**src/lfuc_pkg.sv**
```systemverilog
// Package for the LFU cache: defaults and operation codes.
package lfuc_pkg;
   localparam int CAPACITY_DEF   = 16;
   localparam int COUNT_BITS_DEF = 16;
   localparam int EFF_BITS       = 9;
   localparam logic [4:0] CAPACITY_RESET = 5'd16;
   localparam logic OP_GET = 1'b0;
   localparam logic OP_PUT = 1'b1;
endpackage

```
**src/lfuc_cell.sv**
```systemverilog
// One cache entry cell: scans the passing request and applies updates.
module lfuc_cell #(
   parameter int IDX = 0,
   parameter int IW  = 4,
   parameter int CW  = 16
) (
   input  logic clock,
   input  logic reset,
   input  logic [32+32+1+IW+IW+1+CW+IW+IW+32+1+IW-1:0] tok_in,
   input  logic [1+1+IW+IW+1+1+IW+32+32-1:0]           upd_in,
   output logic [32+32+1+IW+IW+1+CW+IW+IW+32+1+IW-1:0] tok_out
);
   import lfuc_pkg::*;

   typedef struct packed {
      logic [31:0]   key;
      logic [31:0]   data;
      logic          found;
      logic [IW-1:0] fidx;
      logic [IW-1:0] frank;
      logic          have;
      logic [CW-1:0] vcount;
      logic [IW-1:0] vrank;
      logic [IW-1:0] vidx;
      logic [31:0]   vkey;
      logic          free_found;
      logic [IW-1:0] free_idx;
   } scan_type;

   typedef struct packed {
      logic          en;
      logic          ins;
      logic [IW-1:0] slot;
      logic [IW-1:0] rank;
      logic          put;
      logic          evict;
      logic [IW-1:0] vidx;
      logic [31:0]   key;
      logic [31:0]   data;
   } upd_type;

   localparam logic [IW-1:0] MY_IDX = IW'(IDX);

   scan_type tin, tok_in_s, tok_ff;
   upd_type  upd;
   logic          valid_ff;
   logic [31:0]   key_ff, data_ff;
   logic [CW-1:0] count_ff;
   logic [IW-1:0] rank_ff;
   logic          match, better;

   assign tin = scan_type'(tok_in);
   assign upd = upd_type'(upd_in);
   assign tok_out = tok_ff;

   assign match  = valid_ff && !tin.found && (key_ff == tin.key);
   assign better = valid_ff && (!tin.have || count_ff < tin.vcount ||
                   (count_ff == tin.vcount && rank_ff > tin.vrank));

   always_comb begin
      tok_in_s = tin;
      if (match) begin
         tok_in_s.found = 1'b1;
         tok_in_s.fidx  = MY_IDX;
         tok_in_s.frank = rank_ff;
         tok_in_s.data  = data_ff;
      end
      if (better) begin
         tok_in_s.have   = 1'b1;
         tok_in_s.vcount = count_ff;
         tok_in_s.vrank  = rank_ff;
         tok_in_s.vidx   = MY_IDX;
         tok_in_s.vkey   = key_ff;
      end
      if (!valid_ff && !tin.free_found) begin
         tok_in_s.free_found = 1'b1;
         tok_in_s.free_idx   = MY_IDX;
      end
   end

   always_ff @(posedge clock) tok_ff <= tok_in_s;

   always_ff @(posedge clock) begin
      if (reset) begin
         valid_ff <= 1'b0;
         count_ff <= '0;
         rank_ff  <= '0;
      end else if (upd.en) begin
         if (!upd.ins) begin
            // touch: hit entry becomes newest, younger ones age
            if (upd.slot == MY_IDX) begin
               rank_ff <= '0;
               if (count_ff != '1) count_ff <= count_ff + 1'b1;
               if (upd.put) data_ff <= upd.data;
            end else if (valid_ff && rank_ff < upd.rank) begin
               rank_ff <= rank_ff + 1'b1;
            end
         end else if (upd.slot == MY_IDX) begin
            valid_ff <= 1'b1;
            key_ff   <= upd.key;
            data_ff  <= upd.data;
            count_ff <= '0;
            rank_ff  <= '0;
         end else if (upd.evict && upd.vidx == MY_IDX) begin
            valid_ff <= 1'b0;
         end else if (valid_ff) begin
            // net of victim removal and insertion aging
            if (!upd.evict || rank_ff < upd.rank) rank_ff <= rank_ff + 1'b1;
         end
      end
   end
endmodule

```
**src/lfu_cache_lru_tiebreak.sv**
```systemverilog
// Top level of the LFU cache with LRU tie-break, built as a chain of entry cells.
// Usage:
//  - req channel (req_valid/req_stall): op (get/put), key, value. One request
//    is taken at a time; req_stall is high while a request is in flight.
//  - rsp channel (rsp_valid/rsp_stall): hit, read_value, evicted, evicted_key,
//    one response per request, held stable while rsp_stall is high.
//  - csr channel (csr_valid/csr_ready): capacity write; it takes effect only
//    while the cache is empty, otherwise it is dropped. csr_ready is always high.
// Sequencing:
//  - A request walks the cell chain one cell per cycle during the scan state;
//    the apply state then applies the update to all cells and loads the
//    response register. The next request is taken only after the previous
//    one has left the apply state and req_stall has dropped.
//  - If the previous response is still stalled, the apply cycle waits.
// Reset (synchronous): all entries invalid, counts and ranks zero, occupancy
// zero, capacity 16, no response pending.
module lfu_cache_lru_tiebreak #(
   parameter int CAPACITY   = lfuc_pkg::CAPACITY_DEF,
   parameter int COUNT_BITS = lfuc_pkg::COUNT_BITS_DEF
) (
   input  logic        clock,
   input  logic        reset,
   input  logic        req_valid,
   output logic        req_stall,
   input  logic        req_op,
   input  logic [31:0] req_key,
   input  logic [31:0] req_value,
   output logic        rsp_valid,
   input  logic        rsp_stall,
   output logic        rsp_hit,
   output logic [31:0] rsp_read_value,
   output logic        rsp_evicted,
   output logic [31:0] rsp_evicted_key,
   input  logic        csr_valid,
   output logic        csr_ready,
   input  logic [4:0]  csr_data
);
   import lfuc_pkg::*;

   localparam int IW = (CAPACITY > 1) ? $clog2(CAPACITY) : 1;
   localparam int OW = $clog2(CAPACITY + 1);
   localparam int CW = COUNT_BITS;
   localparam int TW = 32+32+1+IW+IW+1+CW+IW+IW+32+1+IW;
   localparam int UW = 1+1+IW+IW+1+1+IW+32+32;

   // frank carries the hit entry's rank so the touch can age younger entries.
   typedef struct packed {
      logic [31:0]   key;
      logic [31:0]   data;
      logic          found;
      logic [IW-1:0] fidx;
      logic [IW-1:0] frank;
      logic          have;
      logic [CW-1:0] vcount;
      logic [IW-1:0] vrank;
      logic [IW-1:0] vidx;
      logic [31:0]   vkey;
      logic          free_found;
      logic [IW-1:0] free_idx;
   } scan_type;

   typedef struct packed {
      logic          en;
      logic          ins;
      logic [IW-1:0] slot;
      logic [IW-1:0] rank;
      logic          put;
      logic          evict;
      logic [IW-1:0] vidx;
      logic [31:0]   key;
      logic [31:0]   data;
   } upd_type;

   typedef enum logic [1:0] {ST_IDLE, ST_SCAN, ST_APPLY} state_type;

   state_type      state_ff;
   logic [IW-1:0]  cnt_ff;
   logic           op_ff;
   logic [31:0]    key_ff, value_ff;
   logic [4:0]     capacity_ff;
   logic [OW-1:0]  occ_ff;
   logic           rsp_valid_ff, hit_ff, evicted_ff;
   logic [31:0]    read_value_ff, evicted_key_ff;

   logic [TW-1:0]  chain [CAPACITY+1];
   scan_type       head, tail;
   upd_type        upd;
   logic [EFF_BITS-1:0] eff;
   logic           go, do_ins, do_ev, have_slot;
   logic [IW-1:0]  ins_idx;

   assign req_stall = (state_ff != ST_IDLE);
   assign csr_ready = 1'b1;
   assign rsp_valid       = rsp_valid_ff;
   assign rsp_hit         = hit_ff;
   assign rsp_read_value  = read_value_ff;
   assign rsp_evicted     = evicted_ff;
   assign rsp_evicted_key = evicted_key_ff;

   // Scan token entering the first cell: nothing found yet.
   always_comb begin
      head = '0;
      head.key = key_ff;
   end
   assign chain[0] = head;
   assign tail = scan_type'(chain[CAPACITY]);

   for (genvar g = 0; g < CAPACITY; g++) begin : g_cell
      lfuc_cell #(.IDX(g), .IW(IW), .CW(CW)) u_cell (
         .clock  (clock),
         .reset  (reset),
         .tok_in (chain[g]),
         .upd_in (UW'(upd)),
         .tok_out(chain[g+1])
      );
   end

   // Effective capacity is clipped to the number of cells.
   assign eff = (EFF_BITS'(capacity_ff) > EFF_BITS'(CAPACITY)) ?
                EFF_BITS'(CAPACITY) : EFF_BITS'(capacity_ff);
   assign go  = (state_ff == ST_APPLY) && (!rsp_valid_ff || !rsp_stall);

   assign do_ins    = !tail.found && (op_ff == OP_PUT) && (eff != '0);
   assign do_ev     = do_ins && (EFF_BITS'(occ_ff) >= eff) && tail.have;
   assign have_slot = tail.free_found || do_ev;
   // First free slot after a possible eviction.
   assign ins_idx   = (do_ev && !(tail.free_found && tail.free_idx < tail.vidx)) ?
                      tail.vidx : tail.free_idx;

   always_comb begin
      upd       = '0;
      upd.en    = go && (tail.found || (do_ins && have_slot));
      upd.ins   = !tail.found;
      upd.slot  = tail.found ? tail.fidx : ins_idx;
      upd.rank  = tail.found ? tail.frank : tail.vrank;
      upd.put   = (op_ff == OP_PUT);
      upd.evict = do_ev;
      upd.vidx  = tail.vidx;
      upd.key   = key_ff;
      upd.data  = value_ff;
   end

   always_ff @(posedge clock) begin
      if (reset) begin
         state_ff     <= ST_IDLE;
         cnt_ff       <= '0;
         capacity_ff  <= CAPACITY_RESET;
         occ_ff       <= '0;
         rsp_valid_ff <= 1'b0;
      end else begin
         if (csr_valid && csr_ready && occ_ff == '0) capacity_ff <= csr_data;
         // a new response may replace one taken at the same edge
         if (go) rsp_valid_ff <= 1'b1;
         else if (!rsp_stall) rsp_valid_ff <= 1'b0;
         unique case (state_ff)
            ST_IDLE: begin
               if (req_valid) begin
                  op_ff    <= req_op;
                  key_ff   <= req_key;
                  value_ff <= req_value;
                  cnt_ff   <= '0;
                  state_ff <= ST_SCAN;
               end
            end
            ST_SCAN: begin
               cnt_ff <= cnt_ff + 1'b1;
               if (cnt_ff == IW'(CAPACITY - 1)) state_ff <= ST_APPLY;
            end
            ST_APPLY: begin
               if (go) begin
                  hit_ff         <= tail.found;
                  read_value_ff  <= (tail.found && op_ff == OP_GET) ? tail.data : '0;
                  evicted_ff     <= do_ev;
                  evicted_key_ff <= do_ev ? tail.vkey : '0;
                  if (do_ins && have_slot && !do_ev) occ_ff <= occ_ff + 1'b1;
                  state_ff       <= ST_IDLE;
               end
            end
            default: state_ff <= ST_IDLE;
         endcase
      end
   end
endmodule

```
**config.mk**
```make
export PLATFORM = sky130hd
export DESIGN_NAME = lfu_cache_lru_tiebreak
export DESIGN_NICKNAME = d
export VERILOG_FILES = /design/src/lfuc_pkg.sv /design/src/lfuc_cell.sv /design/src/lfu_cache_lru_tiebreak.sv
export SDC_FILE = /design/constraint.sdc
export NUM_CORES = 2
export LEC_CHECK = 0
export ABC_AREA = 0
export BUFFER_PORTS_ARGS = -buffer_cell sky130_fd_sc_hd__clkbuf_2
export CORE_MARGIN = 3
export CORE_UTILIZATION = 55
export DETAILED_ROUTE_END_ITERATION = 8
export GPL_ROUTABILITY_DRIVEN = 0
export MAX_ROUTING_LAYER = met4
export PLACE_DENSITY = 0.74
export SLEW_MARGIN = 10
export SYNTH_ARGS = -nofsm -noshare
export SYNTH_HDL_FRONTEND = slang
export SYNTH_SLANG_ARGS = --single-unit
```
**constraint.sdc**
```tcl
create_clock -name clock -period 18.2 [get_ports clock]
set_clock_uncertainty 0.15 [all_clocks]
set_input_delay 0.91 -clock clock [delete_from_list [all_inputs] [get_ports clock]]
set_output_delay 0.91 -clock clock [all_outputs]
set_load 0.01 [all_outputs]
```
=== Word-level counts from Yosys, hierarchy flattened ===
Cells that the tools add are included.

* Bits of input ports: 75
* Bits in registers: 3,620
* Word-level logic and storage cells: 1,177
* Output and inout port bits: 69

* Eq/ne operators: 133
* Mux-type cells: 302
* Bitwise operators: 3
* Reduce and logical (&&, ||, !) cells: 374
* Add/sub/neg operators: 34
* Magnitude comparators: 49

{| class="wikitable"
|+ Operator list
! cell !! number
|-
| 2-to-1 mux 32 bit || 49
|-
| 2-to-1 mux 16 bit || 64
|-
| 2-to-1 mux 56 bit || 14
|-
| 2-to-1 mux 41 bit || 15
|-
| equality test 32 bit || 16
|-
| 2-to-1 mux 4 bit || 116
|-
| adder 16 x 1 -> 16 bit (second input constant) || 16
|-
| != test 16 bit (second input constant) || 16
|-
| equality test 16 bit || 15
|-
| less-than comparator 16 bit || 15
|-
| AND reduction 4 bit || 32
|-
| logical AND 1 bit || 120
|-
| AND reduction 3 bit || 36
|-
| nonzero test 3 bit || 32
|-
| AND reduction 5 bit || 16
|-
| adder 4 x 1 -> 4 bit (second input constant) || 17
|-
| equality test 4 bit (second input constant) || 17
|-
| less-than comparator 4 bit || 17
|-
| logical NOT 1 bit || 65
|-
| > comparator 4 bit || 15
|-
| 2-to-1 mux 57 bit || 1
|-
| logical OR 1 bit || 49
|-
| != test 3 x 1 -> 1 bit (second input constant) || 16
|-
| != test 3 bit (second input constant) || 16
|-
| 24 further kinds || 110
|}

=== Depth between registers and ports, before layout ===
* Word-level depth: 13
* Mapped depth: 16
* Mapped depth without buffers: 12

=== Modules after synthesis ===
From an unflattened synthesis, not the netlist that was laid out.

* Cells, all modules: 9,373
* Area, all modules: 131,751.4 um2

{| class="wikitable"
|+ Modules (own cells, without submodules)
! module !! area each (um2) !! instances !! cells each
|-
| lfuc_cell (g_cell[6].u_cell ...) || 7,947.6 || 2 || 561
|-
| lfuc_cell (g_cell[8].u_cell) || 7,958.9 || 1 || 562
|-
| lfuc_cell (g_cell[2].u_cell) || 7,930.1 || 1 || 567
|-
| lfuc_cell (g_cell[1].u_cell) || 7,918.8 || 1 || 565
|-
| lfuc_cell (g_cell[3].u_cell) || 7,917.6 || 1 || 566
|-
| lfuc_cell (g_cell[12].u_cell) || 7,912.6 || 1 || 567
|-
| lfuc_cell (g_cell[4].u_cell) || 7,912.6 || 1 || 563
|-
| lfuc_cell (g_cell[10].u_cell) || 7,905.1 || 1 || 566
|-
| lfuc_cell (g_cell[11].u_cell) || 7,902.6 || 1 || 564
|-
| lfuc_cell (g_cell[13].u_cell) || 7,890.1 || 1 || 562
|-
| lfuc_cell (g_cell[14].u_cell) || 7,888.8 || 1 || 563
|-
| lfuc_cell (g_cell[0].u_cell) || 7,783.7 || 1 || 565
|-
| lfuc_cell (g_cell[5].u_cell) || 7,781.2 || 1 || 559
|-
| lfuc_cell (g_cell[15].u_cell) || 7,752.4 || 1 || 564
|-
| +2 rows || -- || -- || --
|}

=== Worst setup path after synthesis ===
No wires, ideal clock.

* Path kind: in2reg
* Start: input port reset
* End: register key_ff[0], enable pin
* Setup slack: 9.362 ns
* Stages: 3
* Data arrival time: 8.017 ns
* Cells stage by stage: clkbuf_1 buf_1 nor4b_1

* Longest elaborated chain between the ends: 2

{| class="wikitable"
|+ Ends and longest elaborated chain
! what !! line !! text
|-
| from (decl) || lfu_cache_lru_tiebreak.sv:22 || <nowiki>input logic reset,</nowiki>
|-
| inverter 1 bit (no source line) || -- ||
|-
| AND reduction 3 bit (no source line) || -- ||
|-
| to (signal assigned) || lfu_cache_lru_tiebreak.sv:159 || <nowiki>key_ff <= req_key;</nowiki>
|-
| to (decl) || lfu_cache_lru_tiebreak.sv:79 || <nowiki>logic [31:0] key_ff, value_ff;</nowiki>
|}

No other way between the ends.
A chain may end at the register's enable or synchronous reset.

=== Worst setup path after layout ===
* Start: register capacity_ff[4]
* End: register g_cell[0].u_cell.key_ff[10], enable pin

* Longest elaborated chain between the ends: 11
* Elaborated cells between the ends (all ways): 16
* Those cells by class: order compare: 2; mux: 3; reduce/logical: 11

{| class="wikitable"
|+ Ends and longest elaborated chain
! what !! line !! text
|-
| from (decl) || lfu_cache_lru_tiebreak.sv:80 || <nowiki>logic [4:0] capacity_ff;</nowiki>
|-
| from (signal assigned) || lfu_cache_lru_tiebreak.sv:151 || <nowiki>if (csr_valid && csr_ready && occ_ff == '0) capacity_ff <= csr_data;</nowiki>
|-
| > comparator 5 bit || lfu_cache_lru_tiebreak.sv:119 || <nowiki>assign eff = (EFF_BITS'(capacity_ff) > EFF_BITS'(CAPACITY)) ?</nowiki>
|-
| 2-to-1 mux 5 bit (*) || lfu_cache_lru_tiebreak.sv:119 ||
|-
| branches (longest 8 deep; another with >= comparator 5 bit) || -- ||
|-
| AND reduction 4 bit (no source line) (*) || -- ||
|-
| to (signal assigned) || lfuc_cell.sv:100 || <nowiki>key_ff <= upd.key;</nowiki>
|-
| to (decl) || lfuc_cell.sv:47 || <nowiki>logic [31:0] key_ff, data_ff;</nowiki>
|}

Mark *: on every way between the ends.

==> metrics <==
status=complete, no violations; final instance area=143000 um^2; Hold Crit Depth=1; critical path's slowest cell=nor2_4; Vias/cell=roughly 5.5; Min-Delay Path Class=primary input to flip-flop; XOR/XNOR Fraction of Synth Area=0.0481; area delta synth->final=13.5%; core area=226000 um^2; worst r2r src=capacity_ff[4]; initial antenna violation count=7; post-synthesis cell area=126000 um^2; met2 GRT Util=0.386; clock latency at the later pin of the worst-skew pair=0.94 ns; async set-reset flop share out of synthesis=0; PwrDens=109 nW/um^2; worst path cell trace=inv_1 -> nand2_1 -> ha_1 -> o21a_1 -> o221a_2 -> nand3_4 -> inv_2 -> nand2_1 -> o211ai_1 -> nand3_1 -> nor2_4; Synth Instances=9160; CP bufs+invs=2; DP HPWL=~200000 um; CTS tree=built; number of max-cap violations=0; CP max FO=57; Port-buffer cells=142; TNS Setup=0 ns; number of flops mapped to enable cells by yosys=~1200; leading area contributor after synthesis=dfxtp_1; clock buffer depth=4; fin crit share=0.308; met1 usage=0.335; Detailed Route WL=289000 um; M3 GR Usage=0.0411; Max IR drop VDD=around 0.00011 V; Layout fillers=about 16000; critical path class=flip-flop to flip-flop; share of layout cells above drive strength 1=0.232; sequential share of power=0.534; synth unique cells=81; worst reg2reg path depth=11; Site Rows=174; Synth area leaders=dfxtp_1 39%, edfxtp_1 28%, mux2_2 12%; clock tree sinks=approximately 3600; Inserted Clock Buffers=360; global-route wire length before repair=440000 um; largest net degree at the start of global routing=58; vias after detailed routing=~71000; total internal power=12.5 mW; Synth Area in Compound Gates=0.0344; Max Transition Viols Final=0; I/O Pins=144; Worst-Margin Slew=1.26 ns; Startpoint Class=flip-flop; die height=484 um; fraction of power consumed by combinational cells=0.007; cell family with the largest share of critical-path delay=simple AND/OR/NAND/NOR gates; grt ovf=0; Worst slew margin=0.162; Ys Warns=0; sequential area share after synthesis=0.661; Setup violations, final=0; critical path arrival=6.01 ns; CP startpoint=capacity_ff[4]; Routed WL per cell=approximately 22 um; clock power share=0.460; ys flop type=dfxtp_1; DRT Pass-1 Iters=8; Avg Synthesized Cell Area=between 10 and 15 um^2; mux share of post-synthesis cell area=0.119; H-tree Lvls=5; Die Wd=484 um; Max Fclk=0.178 GHz; dpl cell area=131000 um^2; GRT Max-Usage Layer=met2; Routed Antenna Nets=0; syn nets=9626; clock slew at reported path FFs=0.06 ns; Worst path depth=11; min-delay src=req_key[31]; CP Capture Type=flip-flop; CTS root buffer=clkbuf_16; WP data required=18.60 ns; DR iter-0 viols=5867; largest family of logic cells by synthesized area=multiplexers; RSZ-0062 raised after global routing=no; Leak=54.9 nW; vias in the first global route=72290; Seq cells post-synth=3575; switch share=0.197; Post-Synth Adder-Cell Area=0.0389; Residual DRC=0; die area=235000 um^2; Yosys top cell area share=0.385; layout net count=between 10000 and 15000; P_sw=3.07 mW; total global-route track usage=0.250; Hold Fails Final Rpt=0; Synth Area in Simple Gates=0.0797; critical path's most frequent cell=nand2_1; Final min period=~5.6 ns; initial core utilization=0.556; max incr delay on CP=1.06 ns
## synth_stat cells (9+ instances only)
cell type  count
a211oi_1      18
a21o_1        52
a21oi_1      208
a31o_2         9
and2_1       171
and3_1        62
and4_1        18
buf_1         13
buf_2          9
clkbuf_1     234
dfxtp_1     2420
edfxtp_1    1155
ha_1         391
inv_1        369
mux2_2      1286
mux2i_1       49
nand2_1      216
nand2b_1      65
nand3_1      170
nand4_1      195
nand4b_1      13
nor2_1       345
nor2b_1       88
nor3_1       112
nor4_1       156
nor4b_1       13
o2111a_1      16
o211ai_1      12
o21a_1        45
o21ai_0      190
o21ai_1        9
o311ai_0      15
o31ai_1       43
or2_2        107
or3_1         62
or4_1         40
xnor2_1      254
xor2_1       437
## sequential cells by signal, indices dropped and copies added, names as in the netlist, 4 cells and up
| name | flops |
|---|---|
| capacity_ff | 5 |
| cnt_ff | 4 |
| g_cell.u_cell.count_ff | 256 |
| g_cell.u_cell.data_ff | 512 |
| g_cell.u_cell.key_ff | 512 |
| g_cell.u_cell.rank_ff | 64 |
| g_cell.u_cell.tok_out | 2067 |
| g_cell.u_cell.valid_ff | 16 |
| key_ff | 32 |
| occ_ff | 5 |
| rsp_evicted_key | 32 |
| rsp_read_value | 32 |
| value_ff | 32 |
## stage by stage
step | cells | power, mW | setup WS, ns | util | hold slack (ns)
global route | 12857 | 16.0 | 12.40 | 0.631 | 0.0346
global placement | 12139 | 8.58 | 12.96 | 0.577 | 0.201
detailed placement | 12139 | 8.58 | 12.81 | 0.577 | 0.204
finish | 12861 | 15.6 | 12.59 | 0.631 | 0.0523
CTS | 12851 | 15.7 | 12.82 | 0.631 | 0.0193
floorplan | 9160 | 8.51 | 9.36 | - | 0.181
## final cells by class
type,count,area (um^2),share of cell area
Sequential cell,3575,83100,0.582
Timing Repair Buffer,312,2160,0.0151
Clock buffer,529,10400,0.0731
Clock inverter,120,1110,0.00779
Inverter,371,1390,0.00975
Antenna cell,9,22.5,0.000158
Tap cell,2992,3740,0.0262
Multi-Input combinational cell,4953,40800,0.286
## logic make-up (layout without fill, tap and decap cells)
logic type	count (synthesis)	after routing
flip-flops	3575	3575
AO/OA/AOI/OAI	686	686
other	1	10
buffers and inverters	632	1332
AND/OR/NAND/NOR	1849	1849
adder cells (fa/ha/maj)	391	391
multiplexers	1335	1335
XOR/XNOR	691	691
## power groups by stage
stage	clock, mW	combinational (mW)	sequential, mW
final	7.16	0.102	8.32
after global routing	7.58	0.109	8.32
after CTS	7.26	0.103	8.32
after detailed placement	0	0.0917	8.49
after global placement	0	0.0902	8.49
after floorplan	0	0.0481	8.46
## metal layers
| layer | wire length (um) | vias up | share of wire |
|---|---|---|---|
| li1 | - | 33460 | - |
| met1 | 129000 | 34999 | 0.45 |
| met2 | 132000 | 2079 | 0.46 |
| met3 | 17100 | 665 | 0.059 |
| met4 | 10900 | 0 | 0.038 |
| met5 | 0 | - | 0 |
## what timing repair did
item | 4_1_cts | 5_1_grt
hold endpoints to repair | 63 | 0
hold buffers | 63 | 0
buffers inserted | 0 | 0
gates resized for setup | 0 | 0
## final timing paths
kind | slack, ns | end
hold / removal | 0.05 | key_ff[31]
hold reg to reg | 0.18 | g_cell[14].u_cell.tok_out[115]
setup reg to reg | 12.59 | g_cell[0].u_cell.key_ff[10]
setup / recovery | 12.59 | g_cell[0].u_cell.key_ff[10]
## placed cells by master, fill, tap and decap left out, types with 26 or more instances in the layout
cell type      synthesis  layout
mux2i_1               49      49
xor2_1               437     437
o21ai_0              190     183
dlygate4sd3_1          0      63
clkbuf_2               0     141
mux2_2              1286    1286
o21a_1                45      45
buf_4                  3     107
nand2b_1              65      65
or4_1                 40      40
inv_1                369     368
nor4_1               156     147
nand3_1              170     169
dfxtp_1             2420    2418
clkinv_2               0      60
clkbuf_8               0      56
nor3_1               112     100
nor2_1               345     312
and2_1               171     171
and3_1                62      62
edfxtp_1            1155    1155
nor2b_1               88      87
a21o_1                52      51
or2_2                107     107
clkbuf_16              0     371
nand4_1              195     195
clkbuf_1             234     102
o31ai_1               43      40
nand2_1              216     213
or3_1                 62      62
xnor2_1              254     254
a21oi_1              208     208
nor2_4                 0      26
ha_1                 391     391
(Power assumes the default switching activity.)
